$ cat config.mk
export PLATFORM = sky130hd
export DESIGN_NAME = multi_channel_link_timeout_monitor_flat
export DESIGN_NICKNAME = d
export VERILOG_FILES = /design/src/rtl/mcltm_pkg.sv /design/src/rtl/mcltm_if.sv /design/src/rtl/mcltm_sat_cmp.sv /design/src/rtl/multi_channel_link_timeout_monitor.sv /design/src/flat_wrapper.sv
export SDC_FILE = /design/constraint.sdc
export NUM_CORES = 1
export LEC_CHECK = 0
export BUFFER_PORTS_ARGS = -buffer_cell sky130_fd_sc_hd__buf_4
export CORE_ASPECT_RATIO = 1.4
export CORE_MARGIN = 1.5
export CORE_UTILIZATION = 40
export CTS_CLUSTER_DIAMETER = 200
export CTS_CLUSTER_SIZE = 30
export DETAILED_ROUTE_END_ITERATION = 16
export PLACE_DENSITY_LB_ADDON = 0.12
export SKIP_CTS_REPAIR_TIMING = 1
export SLEW_MARGIN = 20
export SYNTH_ARGS = -nofsm -noshare
export SYNTH_HDL_FRONTEND = slang
export SYNTH_SLANG_ARGS = --single-unit
$ cat constraint.sdc
create_clock -name clk -period 8.7 [get_ports clk]
set_clock_uncertainty 0.2 [all_clocks]
set_input_delay 0.87 -clock clk [delete_from_list [all_inputs] [get_ports clk]]
set_output_delay 0.87 -clock clk [all_outputs]
set_load 0.005 [all_outputs]
$ cat src/rtl/mcltm_pkg.sv
// Shared types and constants for the link timeout monitor.
package mcltm_pkg;

  localparam int FUNC_W      = 2;
  localparam int CHAN_W      = 4;
  localparam int THR_W       = 32;
  localparam int MASK_W      = 16;
  localparam int PERIOD_W    = 16;
  localparam int APB_DATA_W  = 32;
  localparam int APB_ADDR_W  = 3;

  localparam int DEF_CHANNELS   = 16;
  localparam int DEF_COUNT_BITS = 32;

  localparam logic [PERIOD_W-1:0] TICK_PERIOD_RST = 16'd1;

  // register indexes
  localparam logic REG_TICK_PERIOD = 1'b0;

  typedef enum logic [FUNC_W-1:0] {
    FN_TICK   = 2'd0,
    FN_ARM    = 2'd1,
    FN_FEED   = 2'd2,
    FN_REMOVE = 2'd3
  } func_t;

  typedef enum logic [2:0] {
    ST_IDLE,
    ST_OP,
    ST_SWEEP,
    ST_DRAIN,
    ST_EMIT
  } state_t;

endpackage

$ cat src/rtl/mcltm_if.sv
// Request and response channel interfaces.
interface mcltm_req_if
  import mcltm_pkg::*;
();
  logic              valid;
  logic              ready;
  logic [FUNC_W-1:0] func;
  logic [CHAN_W-1:0] channel;
  logic [THR_W-1:0]  threshold_ms;

  modport source (output valid, func, channel, threshold_ms, input ready);
  modport sink   (input valid, func, channel, threshold_ms, output ready);
endinterface

interface mcltm_rsp_if
  import mcltm_pkg::*;
();
  logic              valid;
  logic              ready;
  logic [MASK_W-1:0] lost_mask;
  logic              ok;

  modport source (output valid, lost_mask, ok, input ready);
  modport sink   (input valid, lost_mask, ok, output ready);
endinterface

$ cat src/rtl/mcltm_sat_cmp.sv
// Shared saturating add and threshold compare used by the tick sweep.
module mcltm_sat_cmp
  import mcltm_pkg::*;
#(
  parameter int COUNT_BITS = DEF_COUNT_BITS
) (
  input  logic [COUNT_BITS-1:0] elapsed,
  input  logic [THR_W-1:0]      limit,
  input  logic [PERIOD_W-1:0]   period,
  output logic [COUNT_BITS-1:0] sum,
  output logic                  reached
);

  localparam int SW = ((COUNT_BITS > PERIOD_W) ? COUNT_BITS : PERIOD_W) + 1;
  localparam int CW = (COUNT_BITS > THR_W) ? COUNT_BITS : THR_W;

  logic [SW-1:0] raw;
  logic          over;

  always_comb begin
    raw     = SW'(elapsed) + SW'(period);
    over    = raw > SW'({COUNT_BITS{1'b1}});
    sum     = over ? {COUNT_BITS{1'b1}} : raw[COUNT_BITS-1:0];
    reached = CW'(sum) >= CW'(limit);
  end

endmodule

$ cat src/rtl/multi_channel_link_timeout_monitor.sv
// Top level: multi-channel link timeout monitor (channel table and sequencer).
// Sequence: arm, feed and remove pass through the OP and EMIT states from accept
//   to result; a tick passes through SWEEP, DRAIN and EMIT, where one shared
//   add/compare unit sweeps the counter and threshold memories, one channel per cycle.
// Flow: one request at a time; a new request is accepted only in the idle
//   state. A result left waiting stalls only the next result, not the accept of the
//   next request.
// Reset (rst, synchronous, active high): all channels inactive, no lost flags,
//   tick_period = 1. The memories need no clearing: entries are read only for
//   active channels, and arming writes both counter and threshold.
module multi_channel_link_timeout_monitor
  import mcltm_pkg::*;
#(
  parameter int CHANNELS   = DEF_CHANNELS,
  parameter int COUNT_BITS = DEF_COUNT_BITS
) (
  input  logic                  clk,
  input  logic                  rst,
  mcltm_req_if.sink             req,
  mcltm_rsp_if.source           rsp,
  input  logic                  psel,
  input  logic                  penable,
  input  logic                  pwrite,
  input  logic [APB_ADDR_W-1:0] paddr,
  input  logic [APB_DATA_W-1:0] pwdata,
  output logic [APB_DATA_W-1:0] prdata,
  output logic                  pready
);

  localparam int CIW = (CHANNELS > 1) ? $clog2(CHANNELS) : 1;
  localparam int MW  = (CHANNELS < MASK_W) ? CHANNELS : MASK_W;
  localparam logic [CIW-1:0] LAST_IDX = CIW'(CHANNELS - 1);

  // ---------------------------------------------------------------- config
  logic [PERIOD_W-1:0] tick_period;
  logic                cfg_wr;

  assign pready = 1'b1;
  assign cfg_wr = psel && penable && pwrite && pready;

  always_ff @(posedge clk) begin
    if (rst) begin
      tick_period <= TICK_PERIOD_RST;
    end else if (cfg_wr && (paddr[2] == REG_TICK_PERIOD)) begin
      tick_period <= pwdata[PERIOD_W-1:0];
    end
  end

  assign prdata = (paddr[2] == REG_TICK_PERIOD) ? APB_DATA_W'(tick_period) : '0;

  // ---------------------------------------------------------------- state
  state_t state, state_next;

  func_t             op_func;
  logic [CHAN_W-1:0] op_chan;
  logic [THR_W-1:0]  op_thr;
  logic              op_ok;

  logic [CHANNELS-1:0] active;     // per-channel active mark (acts as valid bit)
  logic [CHANNELS-1:0] lost;       // per-channel lost flag

  // counter / threshold memories: one write and one registered read per cycle
  logic [COUNT_BITS-1:0] elapsed_mem [CHANNELS];
  logic [THR_W-1:0]      limit_mem   [CHANNELS];
  logic [COUNT_BITS-1:0] rd_elapsed;
  logic [THR_W-1:0]      rd_limit;

  logic [CIW-1:0] rd_idx;      // sweep read pointer
  logic [CIW-1:0] wb_idx;      // sweep write-back pointer (one behind)
  logic           wb_vld;

  logic req_acc;
  logic in_range;
  logic [CIW-1:0] op_idx;
  logic op_active;

  // control from the output decode
  logic                  el_we, lim_we;
  logic [CIW-1:0]        el_addr, lim_addr;
  logic [COUNT_BITS-1:0] el_wdata;
  logic [THR_W-1:0]      lim_wdata;
  logic                  act_set, act_clr, lost_clr, lost_set;
  logic                  ok_calc;
  logic                  sweep_rd;
  logic                  out_load;

  logic [COUNT_BITS-1:0] sat_sum;
  logic                  sat_reached;

  assign req_acc   = req.valid && req.ready;
  assign in_range  = 32'(op_chan) < CHANNELS;
  assign op_idx    = CIW'(op_chan);
  assign op_active = in_range && active[op_idx];

  mcltm_sat_cmp #(
    .COUNT_BITS (COUNT_BITS)
  ) u_sat_cmp (
    .elapsed (rd_elapsed),
    .limit   (rd_limit),
    .period  (tick_period),
    .sum     (sat_sum),
    .reached (sat_reached)
  );

  // ---------------------------------------------------------------- FSM
  always_comb begin
    state_next = state;
    unique case (state)
      ST_IDLE: begin
        if (req_acc) begin
          state_next = (func_t'(req.func) == FN_TICK) ? ST_SWEEP : ST_OP;
        end
      end
      ST_OP:    state_next = ST_EMIT;
      ST_SWEEP: begin
        if (rd_idx == LAST_IDX) begin
          state_next = ST_DRAIN;
        end
      end
      ST_DRAIN: state_next = ST_EMIT;
      ST_EMIT: begin
        if (!rsp.valid || rsp.ready) begin
          state_next = ST_IDLE;
        end
      end
      default:  state_next = ST_IDLE;
    endcase
  end

  always_comb begin
    req.ready = 1'b0;
    el_we     = 1'b0;
    lim_we    = 1'b0;
    el_addr   = op_idx;
    lim_addr  = op_idx;
    el_wdata  = '0;
    lim_wdata = '0;
    act_set   = 1'b0;
    act_clr   = 1'b0;
    lost_clr  = 1'b0;
    lost_set  = 1'b0;
    ok_calc   = 1'b1;
    sweep_rd  = 1'b0;
    out_load  = 1'b0;
    unique case (state)
      ST_IDLE: req.ready = 1'b1;
      ST_OP: begin
        if (!in_range) begin
          ok_calc = 1'b0;
        end else begin
          priority case (op_func)
            FN_ARM: begin
              el_we     = 1'b1;
              lim_we    = 1'b1;
              lim_wdata = op_thr;
              act_set   = 1'b1;
              lost_clr  = 1'b1;
            end
            FN_FEED: begin
              ok_calc  = op_active;
              el_we    = op_active;
              lost_clr = op_active;
            end
            FN_REMOVE: begin
              ok_calc  = op_active;
              el_we    = op_active;
              lim_we   = op_active;
              act_clr  = op_active;
              lost_clr = op_active;
            end
            default: ok_calc = 1'b1;
          endcase
        end
      end
      ST_SWEEP, ST_DRAIN: begin
        sweep_rd = (state == ST_SWEEP);
        el_addr  = wb_idx;
        el_wdata = sat_sum;
        if (wb_vld && active[wb_idx]) begin
          el_we    = 1'b1;
          lost_set = sat_reached;
        end
      end
      ST_EMIT: out_load = !rsp.valid || rsp.ready;
      default: req.ready = 1'b0;
    endcase
  end

  // ---------------------------------------------------------------- registers
  always_ff @(posedge clk) begin
    if (rst) begin
      state  <= ST_IDLE;
      wb_vld <= 1'b0;
      active <= '0;
      lost   <= '0;
    end else begin
      state  <= state_next;
      wb_vld <= sweep_rd;
      if (act_set) active[op_idx] <= 1'b1;
      if (act_clr) active[op_idx] <= 1'b0;
      if (lost_clr) lost[op_idx] <= 1'b0;
      if (lost_set) lost[wb_idx] <= 1'b1;
    end
  end

  always_ff @(posedge clk) begin
    if (req_acc) begin
      op_func <= func_t'(req.func);
      op_chan <= req.channel;
      op_thr  <= req.threshold_ms;
      op_ok   <= 1'b1;
      rd_idx  <= '0;
    end else begin
      if (state == ST_OP) op_ok <= ok_calc;
      if (sweep_rd) rd_idx <= rd_idx + 1'b1;
    end
    wb_idx <= rd_idx;
  end

  // memories
  always_ff @(posedge clk) begin
    if (el_we) elapsed_mem[el_addr] <= el_wdata;
    if (lim_we) limit_mem[lim_addr] <= lim_wdata;
    rd_elapsed <= elapsed_mem[rd_idx];
    rd_limit   <= limit_mem[rd_idx];
  end

  // output register: lost mask is taken after the request has fully landed
  always_ff @(posedge clk) begin
    if (rst) begin
      rsp.valid <= 1'b0;
    end else if (out_load) begin
      rsp.valid <= 1'b1;
    end else if (rsp.ready) begin
      rsp.valid <= 1'b0;
    end
  end

  always_ff @(posedge clk) begin
    if (out_load) begin
      rsp.lost_mask <= MASK_W'(active[MW-1:0] & lost[MW-1:0]);
      rsp.ok        <= op_ok;
    end
  end

`ifndef NO_ASSERTIONS
  a_lost_only_active: assert property (@(posedge clk) disable iff (rst)
    (lost & ~active) == '0)
    else $error("lost flag set on inactive channel");

  a_wb_in_sweep: assert property (@(posedge clk) disable iff (rst)
    wb_vld |-> (state == ST_SWEEP || state == ST_DRAIN))
    else $error("write-back outside sweep");

  a_drain_to_emit: assert property (@(posedge clk) disable iff (rst)
    state == ST_DRAIN |=> state == ST_EMIT)
    else $error("sweep did not finish into emit");

  a_tick_arm_ok: assert property (@(posedge clk) disable iff (rst)
    (out_load && (op_func == FN_TICK || op_func == FN_ARM) && in_range) |-> op_ok)
    else $error("tick or arm reported failure");
`endif

endmodule
$ cat src/flat_wrapper.sv
// flat-port wrapper written by rule: the top's interface ports become plain ports
module multi_channel_link_timeout_monitor_flat import mcltm_pkg::*;
#(
  parameter int CHANNELS   = DEF_CHANNELS,
  parameter int COUNT_BITS = DEF_COUNT_BITS
)
  (clk, rst, psel, penable, pwrite, paddr, pwdata, prdata, pready, req_valid, req_func, req_channel, req_threshold_ms, req_ready, rsp_valid, rsp_lost_mask, rsp_ok, rsp_ready);
  mcltm_req_if req_i ();
  mcltm_rsp_if rsp_i ();
  input  logic clk;
  input  logic rst;
  input  logic psel;
  input  logic penable;
  input  logic pwrite;
  input  logic [APB_ADDR_W-1:0] paddr;
  input  logic [APB_DATA_W-1:0] pwdata;
  output logic [APB_DATA_W-1:0] prdata;
  output logic pready;
  input wire logic [$bits(req_i.valid)-1:0] req_valid;
  input wire logic [$bits(req_i.func)-1:0] req_func;
  input wire logic [$bits(req_i.channel)-1:0] req_channel;
  input wire logic [$bits(req_i.threshold_ms)-1:0] req_threshold_ms;
  output wire logic [$bits(req_i.ready)-1:0] req_ready;
  output wire logic [$bits(rsp_i.valid)-1:0] rsp_valid;
  output wire logic [$bits(rsp_i.lost_mask)-1:0] rsp_lost_mask;
  output wire logic [$bits(rsp_i.ok)-1:0] rsp_ok;
  input wire logic [$bits(rsp_i.ready)-1:0] rsp_ready;
  assign req_i.valid = req_valid;
  assign req_i.func = req_func;
  assign req_i.channel = req_channel;
  assign req_i.threshold_ms = req_threshold_ms;
  assign req_ready = req_i.ready;
  assign rsp_valid = rsp_i.valid;
  assign rsp_lost_mask = rsp_i.lost_mask;
  assign rsp_ok = rsp_i.ok;
  assign rsp_i.ready = rsp_ready;
  multi_channel_link_timeout_monitor #(.CHANNELS(CHANNELS), .COUNT_BITS(COUNT_BITS)) u_core (.clk(clk), .rst(rst), .req(req_i), .rsp(rsp_i), .psel(psel), .penable(penable), .pwrite(pwrite), .paddr(paddr), .pwdata(pwdata), .prdata(prdata), .pready(pready));
endmodule
* Word-level counts from Yosys, hierarchy flattened
Memories as Yosys holds them, arrays and structs flattened. A register that Yosys moved wholly into a read port is not among the register bits. Cells that the tools add are included.
Storage, ports and cells: register bits after elaboration 117, RAM bits 1024, input bits 80, output and inout port bits 52, logic and storage cells 105, memories 2
Operators by class: add/subtract/negate cells 2, order comparisons 6, equality and inequality tests 11, muxes and demuxes 47, bitwise logic cells 7, reductions and logical operators 16
Memory list:
- u_core.elapsed_mem | depth 16, width 32, read ports 1, clocked after Yosys merged registers in 1, write ports 1, line multi_channel_link_timeout_monitor.sv:63 | logic [COUNT_BITS-1:0] elapsed_mem [CHANNELS];
- u_core.limit_mem | depth 16, width 32, read ports 1, clocked after Yosys merged registers in 1, write ports 1, line multi_channel_link_timeout_monitor.sv:64 | logic [THR_W-1:0] limit_mem [CHANNELS];
Operator list (number):
- 2-to-1 mux 32 bit | 4
- 2-to-1 mux 16 bit | 7
- bitwise AND 16 bit | 3
- adder 32 x 16 -> 33 bit | 1
- greater-than comparator 33 x 32 -> 1 bit, second input constant | 1
- greater-or-equal comparator 32 bit | 1
- OR 16 bit | 2
- 2-to-1 mux 1 bit | 23
- inverter 16 bit | 1
- one-hot mux 3 bit (4 select lines) | 1
- less-than comparator 4 x 5 -> 1 bit, second input constant | 2
- 2-to-1 mux 3 bit | 3
- binary-select mux 1 bit (select 4 bit) | 2
- demux 1 bit (select 4 bit) | 2
- greater-or-equal comparator 4 x 1 -> 1 bit, second input constant | 2
- logical AND 1 bit | 7
- equality test 3 x 2 -> 1 bit, second input constant | 2
- inequality test 2 x 1 -> 1 bit, second input constant | 3
- one-hot mux 1 bit (2 select lines) | 3
- OR reduction 2 bit | 3
- adder 4 x 1 -> 4 bit, second input constant | 1
- equality test 2 bit, second input constant | 2
- equality test 4 bit, second input constant | 1
- 2-to-1 mux 4 bit | 1
- other kinds (11) | 11

* Depth between registers and ports, before layout
Gate-level depths: netlist of run 1.
word-level depth 10, depth in mapped cells 20, gate-level depth less buffers 18

* Cells and area by module
From an unflattened synthesis of run 1, not the netlist that was laid out.
Second synthesis, totals: cell total of the unflattened synthesis 2351, area total of the unflattened synthesis 47205.3 µm²
Modules (own cells, without submodules):
- multi_channel_link_timeout_monitor | times used 1, cells each 2052, area an instance 45187.1 µm², sequential area each 34923.5 µm²
- mcltm_sat_cmp | times used 1, cells each 299, area an instance 2018.2 µm², sequential area each 0.0 µm²

* Worst setup path after synthesis of run 1
No wires, ideal clock.
kind register to register, start point reg u_core.tick_period[0], end point reg u_core.lost[12], setup time 0.124 ns, arrival time 3.859 ns, slack 4.516 ns, stages on the path, launching flop included 20, buffers on the path 2, period minus slack after synthesis 4.184 ns, cells stage by stage dfxtp_1 ha_1 inv_1 fa_1 nor2b_1 o31a_1 o211ai_2 a21oi_2 or2_0 buf_2 mux2_4 ha_1 a21o_1 nand3_1 a21oi_1 a2111oi_0 o211ai_1 a31oi_1 buf_2 o21ai_0
Between the ends: longest elaborated chain between the ends 7
Ends and longest elaborated chain:
- start, declared | line multi_channel_link_timeout_monitor.sv:35 | logic [PERIOD_W-1:0] tick_period;
- start signal, assigned | line multi_channel_link_timeout_monitor.sv:45 | tick_period <= pwdata[PERIOD_W-1:0];
- adder 32 x 16 -> 33 bit (*) | line mcltm_sat_cmp.sv:21 | raw = SW'(elapsed) + SW'(period);
- greater-than comparator 33 x 32 -> 1 bit | line mcltm_sat_cmp.sv:22 | over = raw > SW'({COUNT_BITS{1'b1}});
- 2-to-1 mux 32 bit (*) | line mcltm_sat_cmp.sv:23 | sum = over ? {COUNT_BITS{1'b1}} : raw[COUNT_BITS-1:0];
- greater-or-equal comparator 32 bit (*) | line mcltm_sat_cmp.sv:24 | reached = CW'(sum) >= CW'(limit);
- 2-to-1 mux 1 bit (*) | line multi_channel_link_timeout_monitor.sv:179 | if (wb_vld && active[wb_idx]) begin
- 2-to-1 mux 1 bit (*) | line multi_channel_link_timeout_monitor.sv:145 | unique case (state)
- 2-to-1 mux 16 bit (*) | line multi_channel_link_timeout_monitor.sv:202 | if (lost_set) lost[wb_idx] <= 1'b1;
- end signal, assigned | line multi_channel_link_timeout_monitor.sv:195 | lost <= '0;
- end signal, assigned by index | line multi_channel_link_timeout_monitor.sv:201 | if (lost_clr) lost[op_idx] <= 1'b0;
- end signal, assigned by index | line multi_channel_link_timeout_monitor.sv:202
- end, declared | line multi_channel_link_timeout_monitor.sv:60 | logic [CHANNELS-1:0] lost;
Mark *: on every way between the ends. The rest lies on a longest branch, timed or not. A chain may end at the register's enable or synchronous reset.

* Worst setup path after layout of run 1
start point reg u_core.tick_period[0], end point reg u_core.lost[2]
The elaborated chain is that of the path after synthesis.

==> summary.md, run 1 <==
| Metric | Value |
|---|---|
| Nets | `approximately 2,600` |
| Fmax achieved | `0.1723 GHz` |
| H-tree depth | `2` |
| Tot Pwr | `9.776 mW` |
| Tot GR Track Use | `19.37%` |
| Yosys top cell area share | `68.51%` |
| Pleak | `between 10 and 15 nW` |
| Clock sinks | `1,205` |
| Reg-to-reg critical path endpoint | `u_core.lost[2]$_SDFF_PP0_` |
| Largest stage delay, worst path | `0.54 ns` |
| Fin crit share | `66.72%` |
| Type of the worst min-delay path | `in2reg` |
| Fin cells | `4,060` |
| First-pass iteration count of the detailed router | `6` |
| Crit path DAT | `roughly 6.2 ns` |
| Synth async-reset ratio | `0%` |
| Reg2Reg Launch Point | `u_core.tick_period[0]$_SDFFE_PP1P_` |
| CP delay by family, top | `compound AO/OA/AOI/OAI gates` |
| Synth unique cells | `69` |
| Multi-input logic area | `11,900 um^2` |
| Critical path capture point | `u_core.lost[2]$_SDFF_PP0_` |
| Crit end category | `flop` |
| Dpl cells | `3,976` |
| Die ar. | `~120,000 um^2` |
| Post-DRT Antenna Nets | `0` |
| Die width | `293.6 um` |
| Worst path depth | `20` |
| Vias/cell | `5.561` |
| FF/Latch Area | `around 35,000 um^2` |
| Ys flop type | `edfxtp_1` |
| # rows | `149` |
| Final Cell Area | `51,540 um^2` |
| Max_cap viols | `0` |
| Synth area leader | `edfxtp_1` |
| Top cells by instance count after synthesis | `1,079 x edfxtp_1, 327 x mux4_2, 126 x dfxtp_1, 101 x nand2_1, 79 x a21oi_1` |
| Reg clk slew, reported paths | `0.12 ns` |
| N_diodes | `0` |
| Clock Path Buffers | `3` |
| Post-route DRC | `0` |
| Min cycle time layout | `5.805 ns` |
| Worst-Margin Slew | `1.136 ns` |
| PortBufs | `96` |
| WL per Instance | `28.53 um` |
| Vias | `22,576` |
| Largest net degree at the start of global routing | `98` |
| Synth-to-Final Area Change | `8.985%` |
| Clock Latency Late Sink | `0.66 ns` |
| CP bufs+invs | `3` |
| Synth Instances | `2,367` |
| Syn_area_per_cell | `between 15 and 20 um^2` |
| Io pins | `132` |
| Final Util | `43.81%` |
| CP cell instances | `ha_1 -> inv_1 -> fa_1 -> nor2b_1 -> o31a_1 -> o211ai_2 -> a21oi_2 -> o21ai_4 -> buf_4 -> and3_1 -> nor2_1 -> ha_1 -> nand4_1 -> or2_2 -> nor3_1 -> o21ai_0 -> o211ai_1 -> a31oi_1 -> buf_4 -> o41ai_1` |
| P per Cell Area | `189.7 nW/um^2` |
| First-pass GRT wire length | `167,800 um` |
| Dpl ws | `2.936 ns` |
| Global route overflow | `0` |
| Final Max Tran Viols | `0` |
| Crit start category | `flop` |
| Seq/Total Area, Yosys | `73.85%` |
| Initial antenna violation count | `0` |
| Initial core utilization | `40.20%` |
| Fill cell count | `10,155` |
| TritonCTS Buffers | `46` |
| Worst Setup SP | `u_core.tick_period[0]$_SDFFE_PP1P_` |
| Layout cells sized above 1 | `24.65%` |
| Core Area | `117,600 um^2` |
| Final setup TNS | `0 ns` |
| Die Y | `409.8 um` |
| DP Area | `50,100 um^2` |
| GP Congestion | `a little over 0.8` |
| Maximum vdd drop | `0.1687 mV` |
| CP Max Fanout | `34` |
| Run status | `finished, final reports clean` |
| Dominant cell by count in the synthesized netlist | `edfxtp_1` |
| Final Hold Vio Count | `0` |
| Slew headroom | `24.27%` |
| CTS tree | `built` |
| DRT iter0 DRCs | `approximately 2,000` |
| Final setup vio count | `0` |
| Final setup margin | `2.895 ns` |
| Ranking of synthesized cells by area | `edfxtp_1 69%, mux4_2 16%, dfxtp_1 5.3%` |
| WHS | `0.1770 ns` |
| Cell depth of the worst flop-to-flop path | `20` |
| CP max stage cell | `a21oi_2` |
| Vias in the first global route | `~24,000` |
| Cell Area, Synth | `47,290 um^2` |
| CP required | `9.06 ns` |
| #FFs+latches synth | `approximately 1,200` |
| Drt total wl | `115,800 um` |
| CTS Root Cell | `clkbuf_16` |
| Yosys warns | `0` |
| Min-delay src | `req_channel[0]` |
| Setup CP Type | `reg2reg` |
| Post-synth EDFFs | `around 1,100` |
| R2R setup slack | `2.90 ns` |
| RSZ-0062 raised after global routing | `false` |
| Detailed placer's ending HPWL | `about 62,000 um` |
## metal layers
| layer | track usage (%) | routed length, um |
|---|---|---|
| met5 | 0 | 0 |
| met4 | 4.230 | 2307 |
| met3 | 1.779 | 4158 |
| met2 | 34.52 | 61050 |
| met1 | 25.73 | 48300 |
## cell families (layout without fill, tap and decap cells)
| family | Yosys count | count (layout) | synth area share (%) |
|---|---|---|---|
| other | 2 | 17 | 0.01588 |
| and+or+nand+nor | 353 | 353 | 3.738 |
| adders and majority gates | 50 | 50 | 1.339 |
| xor gates and xnor gates | 19 | 19 | 0.3519 |
| muxes | 339 | 339 | 15.92 |
| DFF | 1205 | 1205 | 73.85 |
| buffers and inverters | 182 | 275 | 1.767 |
| AOI/OAI and AO/OA | 217 | 217 | 3.024 |
## registers in the layout, summed over array words and instances (netlist names), 16 cells and up, named ones only
register,flops
u_core.limit_mem,512
u_core.elapsed_mem,512
u_core.rd_limit,32
u_core.op_thr,32
u_core.lost,16
u_core.rd_elapsed,32
u_core.rsp.lost_mask,16
u_core.tick_period,16
## layout make-up
| cell class | count | share of cell area [%] |
|---|---|---|
| flip-flops and latches | 1205 | 67.79 |
| repair buffers | 153 | 2.311 |
| inverters | 40 | 0.2913 |
| clock inverters | 1 | 0.05826 |
| multi-input cells | 995 | 23.09 |
| clock buffers | 81 | 2.612 |
| well taps | 1585 | 3.848 |
## how the worst min path moves through the flow
stage	end	slack, ns	depth (start not counted)
floorplan	u_core.wb_idx[2]$_DFF_P_	0.13	0
global placement	u_core.rsp.ok$_DFFE_PP_	0.22	0
detailed placement	u_core.rsp.ok$_DFFE_PP_	0.25	0
CTS	u_core.lim_addr[0]$_DFFE_PP_	0.13	1
global route	u_core.lim_addr[1]$_DFFE_PP_	0.14	1
finish	u_core.lim_addr[0]$_DFFE_PP_	0.18	1
## power breakdown
part / leakage (nW) / switching (mW) / internal [mW] / total (mW)
clock network: 0.653 / 1.71 / 1.08 / 2.78
logic: 4.31 / 0.340 / 0.291 / 0.631
registers: 9.98 / 0.0617 / 6.30 / 6.36
total: 14.9 / 2.11 / 7.67 / 9.78
## worst register-to-register path: cells and delay by family, from the launching register on
| kind | cells | cell delay, ns |
|---|---|---|
| flip-flops | 1 | 0.42 |
| adder cells (fa/ha/maj) | 3 | 0.85 |
| buffers and inverters | 3 | 0.64 |
| AND/OR/NAND/NOR | 6 | 1.45 |
| AO/OA/AOI/OAI | 8 | 2.12 |
## placed cells by master, fill, tap and decap left out, types with 6 or more instances in the layout
cell type,netlist,layout
a21oi_1,79,69
inv_1,40,40
nand3_1,21,20
a31oi_1,11,11
nand2b_1,15,14
nand4_1,9,9
a211oi_1,10,10
a21o_1,12,12
nor3_1,15,15
o21ai_0,39,39
clkbuf_1,74,32
o211ai_1,6,6
ha_1,49,49
a211oi_2,11,11
nor2_4,0,33
nor2b_1,38,37
o41ai_1,14,14
and3_1,37,37
edfxtp_1,1079,1079
xnor2_1,7,7
mux4_2,327,327
xor2_1,12,12
nand2_1,101,101
clkbuf_16,0,49
dfxtp_1,126,122
and2_1,18,18
conb_1,2,17
a21oi_2,1,11
nor2_1,72,39
buf_4,17,149
(Power assumes the default switching activity.)
==> run 2, diff against run 1 <==
- ABC_AREA: not set -> 1
- clock period: 8.7 -> 5.65 ns (I/O delays scaled with it)
==> run 2 against run 1 <==
Combinational power grew to 3.6 times the previous value. Sequential power is 57% higher. Routed wire length is 15% higher. Sequential share of layout area is 2.2 points lower. Non-clock buffer count is 68 higher. Via count is 37% higher. Fmax is 25% higher. Clock power is 55% higher. Die area is 3.1% higher. Highest routed layer unchanged. Design area is 3.4% higher.
==> summary.md, run 2 <==
| Metric | Value |
|---|---|
| Run status | `finished, final reports clean` |
| CP cell instances | `ha_1 -> inv_1 -> fa_1 -> o21ai_2 -> nand2_1 -> nand2_1 -> nand2_1 -> nand2_2 -> nand3_4 -> nand3_1 -> ha_1 -> nand2_1 -> a21oi_1 -> o21ai_0 -> nand2_1 -> a21oi_1 -> nand3_2 -> nand3_1 -> a21oi_1` |
| Seq/Total Area, Yosys | `71.58%` |
| Initial core utilization | `40.35%` |
| Synth-to-Final Area Change | `9.240%` |
| H-tree depth | `2` |
| Tot Pwr | `16.58 mW` |
| RSZ-0062 raised after global routing | `false` |
| Met1 Use GR | `26.57%` |
| Synth async-reset ratio | `0%` |
| Largest stage delay, worst path | `around 0.54 ns` |
| Fmax achieved | `around 0.21 GHz` |
| Final setup vio count | `0` |
| P per Cell Area | `311.1 nW/um^2` |
| Vias | `30,919` |
| Type of the worst min-delay path | `in2reg` |
| Yosys warns | `0` |
| Final Hold Vio Count | `0` |
| Yosys top cell area share | `66.41%` |
| Ranking of synthesized cells by area | `edfxtp_1 66%, o21ai_0 5.6%, nor2_1 5.5%` |
| Setup CP Type | `reg2reg` |
| Reg clk slew, reported paths | `0.12 ns` |
| Fill cell count | `11,269` |
| TritonCTS Buffers | `46` |
| Die ar. | `124,100 um^2` |
| CTS Root Cell | `clkbuf_16` |
| Largest net degree at the start of global routing | `195` |
| Vias in the first global route | `30,021` |
| Synth area leader | `edfxtp_1` |
| Dominant cell by count in the synthesized netlist | `edfxtp_1` |
| CP max stage cell | `nand3_2` |
| Dpl ws | `approximately 0.93 ns` |
| Met2 usage | `39.19%` |
| Global routing usage on met3 | `1.591%` |
| Crit start category | `flop` |
| CP Max Fanout | `46` |
| Layout cells sized above 1 | `7.986%` |
| Regs by FF count | `u_core.elapsed_mem (512), u_core.limit_mem (512)` |
| Post-DRT Antenna Nets | `0` |
| Final Cell Area | `approximately 53,000 um^2` |
| Vias/cell | `5.388` |
| Nets | `4,224` |
| Io pins | `132` |
| Final Max Tran Viols | `0` |
| Global route overflow | `0` |
| Drt total wl | `roughly 130,000 um` |
| # rows | `151` |
| Synth unique cells | `50` |
| Clock sinks | `1,205` |
| Crit end category | `flop` |
| Tot GR Track Use | `21.07%` |
| Most Frequent Cell on Critical Path | `nand2_1` |
| Syn_area_per_cell | `roughly 12 um^2` |
| Final setup margin | `0.9933 ns` |
| Die width | `approximately 300 um` |
| N_diodes | `0` |
| Crit path DAT | `5.00 ns` |
| First-pass iteration count of the detailed router | `5` |
| Fin crit share | `about 80%` |
| Clock Path Buffers | `3` |
| CP bufs+invs | `1` |
| Post-synth EDFFs | `1,079` |
| First-pass GRT wire length | `195,500 um` |
| WL per Instance | `23.27 um` |
| CP delay by family, top | `simple AND/OR/NAND/NOR gates` |
| Max_cap viols | `0` |
| Busiest grt layer | `met2` |
| DRT iter0 DRCs | `around 2,300` |
| CP required | `6.00 ns` |
| Synth Instances | `4,067` |
| DP Area | `roughly 51,000 um^2` |
| GP Congestion | `0.9059` |
| Top cells by instance count after synthesis | `1,079 x edfxtp_1, 710 x nor2_1, 549 x o21ai_0, 444 x nand2_1, 200 x inv_1` |
| Most frequent cells in the layout | `1,079 x edfxtp_1, 675 x nor2_1, 549 x o21ai_0` |
| Min cycle time layout | `4.657 ns` |
| Cell Area, Synth | `48,790 um^2` |
| PortBufs | `96` |
| Initial antenna violation count | `1` |
| Final setup TNS | `0 ns` |
| Pleak | `17.37 nW` |
| Worst-Margin Slew | `1.157 ns` |
| Slew headroom | `between 20% and 30%` |
| Post-route DRC | `0` |
| Ys flop type | `edfxtp_1` |
| Core Area | `120,900 um^2` |
| #FFs+latches synth | `1,205` |
| Clock Latency Late Sink | `0.66 ns` |
| Detailed placer's ending HPWL | `between 70,000 and 80,000 um` |
| Die Y | `416.2 um` |
| Maximum vdd drop | `0.2623 mV` |
| WHS | `0.006664 ns` |
| CTS tree | `built` |
| Most common cell after layout, fill and taps aside | `edfxtp_1` |
-- run 2: layout make-up --
cell class              count  area, um^2  area share (%)
well taps                1606        2009           3.770
clock buffers              83        1311           2.460
repair buffers            221        1892           3.550
inverters                 209       818.3           1.535
flip-flops and latches   1205       34930           65.55
clock inverters             3       62.56          0.1174
multi-input cells        2411       12270           23.02
-- run 2: path summary, 6_finish.rpt --
| check | start | endpoint | slack [ns] | cells after the start |
|---|---|---|---|---|
| min | pwdata[13] | u_core.tick_period[13]$_SDFFE_PP0P_ | 0.007 | 3 |
| max reg2reg | u_core.tick_period[0]$_SDFFE_PP1P_ | u_core.lost[0]$_SDFF_PP0_ | 0.99 | 19 |
| min reg2reg | u_core.rd_idx[3]$_SDFFE_PP0P_ | u_core.wb_idx[3]$_DFF_P_ | 0.21 | 0 |
| max | u_core.tick_period[0]$_SDFFE_PP1P_ | u_core.lost[0]$_SDFF_PP0_ | 0.99 | 19 |
-- run 2: logic make-up after synthesis --
family	share of synthesized area [%]
buf+inv	3.967
xor+xnor	0.3052
simple gates	11.52
compound gates	11.31
other cells	0.01539
flops	71.58
fa+ha+maj	1.298
-- run 2: worst reg2reg max path: stages (launching register included) --
cell and delay (ns):
dfxtp_1 0.36, ha_1 0.18, inv_1 0.07, fa_1 0.47
o21ai_2 0.23, nand2_1 0.08, nand2_1 0.12, nand2_1 0.08
nand2_2 0.16, nand3_4 0.48, nand3_1 0.40, ha_1 0.28
nand2_1 0.10, a21oi_1 0.04, o21ai_0 0.16, nand2_1 0.07
a21oi_1 0.18, nand3_2 0.54, nand3_1 0.29, a21oi_1 0.08
-- run 2: power by group --
part	internal [mW]	leakage (nW)	total (mW)	switching [mW]
clock	1.62	0.647	4.30	2.68
combinational	0.647	6.53	2.27	1.62
sequential	9.85	10.2	10.0	0.161
-- run 2: through the flow --
step | utilization [%] | instances
finish | 44.08 | 5738
global route | 44.08 | 5738
CTS | 43.70 | 5695
detailed placement | 42.57 | 5609
global placement | 42.57 | 5609
floorplan | - | 4082
-- run 2: metal layers --
layer  up-vias  share of wire (%)
met3       132                3.1
li1      14581                  -
met2       596                 53
met4         0                2.0
met1     15610                 42
met5         -                  0
==> run 3, diff against run 2 <==
- clock period: 5.65 -> 4.6 ns (I/O delays scaled with it)
==> run 3 against run 2 <==
Register-to-register slack worse by 0.59 ns. Critical path depth unchanged. Critical endpoint is now u_core.lost[1]$_SDFF_PP0_. Count of clock-buffer cells in the layout down 2. Final cell count up 0.42%. Highest routed layer unchanged. Worst setup slack worse by 0.59 ns. Core utilization up 0.24 points.
==> summary.md, run 3 (same netlist as run 2, synthesis figures left out) <==
| Metric | Value |
|---|---|
| H-tree depth | `2` |
| Min-delay src | `u_core.rd_idx[3]$_SDFFE_PP0P_` |
| Reg clk slew, reported paths | `0.11 ns` |
| Type of the worst min-delay path | `reg2reg` |
| Reg-to-reg critical path endpoint | `u_core.lost[1]$_SDFF_PP0_` |
| Synth-to-Final Area Change | `9.840%` |
| Global route overflow | `0` |
| Crit path DAT | `4.59 ns` |
| # rows | `between 150 and 200` |
| Regs by FF count | `u_core.elapsed_mem (512), u_core.limit_mem (512)` |
| Reg2Reg Launch Point | `u_core.tick_period[0]$_SDFFE_PP1P_` |
| Fin cells | `between 5,000 and 6,000` |
| Fill cell count | `11,195` |
| Die ar. | `around 120,000 um^2` |
| Largest net degree at the start of global routing | `200` |
| Most Frequent Cell on Critical Path | `nand2_1` |
| CP max stage cell | `fa_1` |
| Largest stage delay, worst path | `0.46 ns` |
| Io pins | `around 130` |
| Pleak | `17.51 nW` |
| CTS Root Cell | `clkbuf_16` |
| Nets | `4,250` |
| Post-DRT Antenna Nets | `0` |
| Final setup TNS | `0 ns` |
| CP cell instances | `ha_1 -> inv_1 -> fa_1 -> o21ai_2 -> nand2_1 -> nand2_1 -> nand2_1 -> nand2_2 -> nand3_4 -> buf_4 -> nand3_1 -> ha_1 -> nand2_1 -> nor4_2 -> nand2_1 -> nand3_2 -> buf_4 -> nand3_1 -> a21oi_1` |
| CP required | `4.99 ns` |
| FF/Latch Area | `34,930 um^2` |
| CP Max Fanout | `25` |
| Setup CP Type | `reg2reg` |
| N_diodes | `0` |
| Initial core utilization | `between 40% and 50%` |
| TritonCTS Buffers | `46` |
| Initial antenna violation count | `0` |
| GP Congestion | `0.9084` |
| Max_cap viols | `0` |
| Vias/cell | `5.371` |
| Layout cells sized above 1 | `8.133%` |
| Clock Latency Late Sink | `0.67 ns` |
| DRT iter0 DRCs | `2,458` |
| Final Hold Vio Count | `0` |
| RSZ-0062 raised after global routing | `false` |
| Fmax achieved | `0.2384 GHz` |
| Min cycle time layout | `4.194 ns` |
| WL per Instance | `23.23 um` |
| Multi-input logic area | `about 12,000 um^2` |
| Run status | `finished, final reports clean` |
| Crit start category | `flop` |
| Worst Setup SP | `u_core.tick_period[0]$_SDFFE_PP1P_` |
| Vias | `between 30,000 and 40,000` |
| Tot GR Track Use | `approximately a fifth` |
| Vias in the first global route | `29,963` |
| CTS tree | `built` |
| Cell depth of the worst flop-to-flop path | `19` |
| Most frequent cells in the layout | `1,079 x edfxtp_1, 673 x nor2_1, 549 x o21ai_0` |
| Clock sinks | `~1,200` |
| Worst min-delay path endpoint | `u_core.wb_idx[3]$_DFF_P_` |
| R2R setup slack | `~0.4 ns` |
| Post-route DRC | `0` |
| P per Cell Area | `379.7 nW/um^2` |
| First-pass iteration count of the detailed router | `5` |
| Final setup vio count | `0` |
| Die Y | `~420 um` |
| Core Area | `120,900 um^2` |
| Worst-Margin Slew | `around 1.1 ns` |
| Clock Path Buffers | `3` |
| Final Max Tran Viols | `0` |
| First-pass GRT wire length | `196,000 um` |
| Fin crit share | `91.18%` |
| WHS Path Cells | `0` |
| Most common cell after layout, fill and taps aside | `edfxtp_1` |
| Drt total wl | `~130,000 um` |
| Dpl cells | `5,619` |
| Maximum vdd drop | `0.3021 mV` |
| Crit end category | `flop` |
| Detailed placer's ending HPWL | `73,690 um` |
| Die width | `around 300 um` |
| Slew headroom | `26.82%` |
| PortBufs | `96` |
run 3: layout make-up:
type | count | area share, %
Clock buffer | 81 | 2.433
Clock inverter | 3 | 0.1167
Inverter | 209 | 1.527
Multi-Input combinational cell | 2411 | 22.88
Sequential cell | 1205 | 65.19
Tap cell | 1606 | 3.750
Timing Repair Buffer | 247 | 4.109
run 3: power breakdown:
part | internal (mW) | total (mW) | switching [mW]
Combinational | 0.820 | 2.80 | 1.98
Sequential | 12.1 | 12.3 | 0.187
Clock | 1.99 | 5.26 | 3.27
Total | 14.9 | 20.3 | 5.44
run 3: critical path: cells and delay by family, from the launching register on:
| family | cells | cell delay, ns |
|---|---|---|
| flip-flops | 1 | 0.36 |
| buffers and inverters | 3 | 0.70 |
| AO/OA/AOI/OAI | 2 | 0.39 |
| adder cells (fa/ha/maj) | 3 | 0.76 |
| AND/OR/NAND/NOR | 11 | 1.67 |
run 3: how the worst max path moves through the flow:
stage                            endpoint  slack [ns]
6_report        u_core.lost[1]$_SDFF_PP0_        0.41
2_1_floorplan  u_core.lost[10]$_SDFF_PP0_        1.20
5_1_grt         u_core.lost[1]$_SDFF_PP0_        0.08
3_3_place_gp    u_core.lost[4]$_SDFF_PP0_        0.47
4_1_cts         u_core.lost[1]$_SDFF_PP0_        0.39
3_5_place_dp    u_core.lost[1]$_SDFF_PP0_        0.40
run 3: per-stage QoR:
step	area, um^2	util, %	hold slack, ns	power (mW)	setup WS [ns]
floorplan	48850	-	0.1258	14.28	1.199
global placement	51620	42.69	0.2031	15.31	0.4677
detailed placement	51620	42.69	0.1979	15.33	0.4018
CTS	52990	43.82	-0.2880	20.48	0.3882
global route	53590	44.32	0.2218	21.14	0.07735
finish	53590	44.32	0.2160	20.35	0.4058
run 3: routing by layer:
metal  GRT usage, %  routed length (um)  part of all wire [%]
met5              0                   0                     0
met4          5.911                3619                   2.7
met3          1.820                4716                   3.5
met2          37.56               67820                    51
met1          27.62               57680                    43
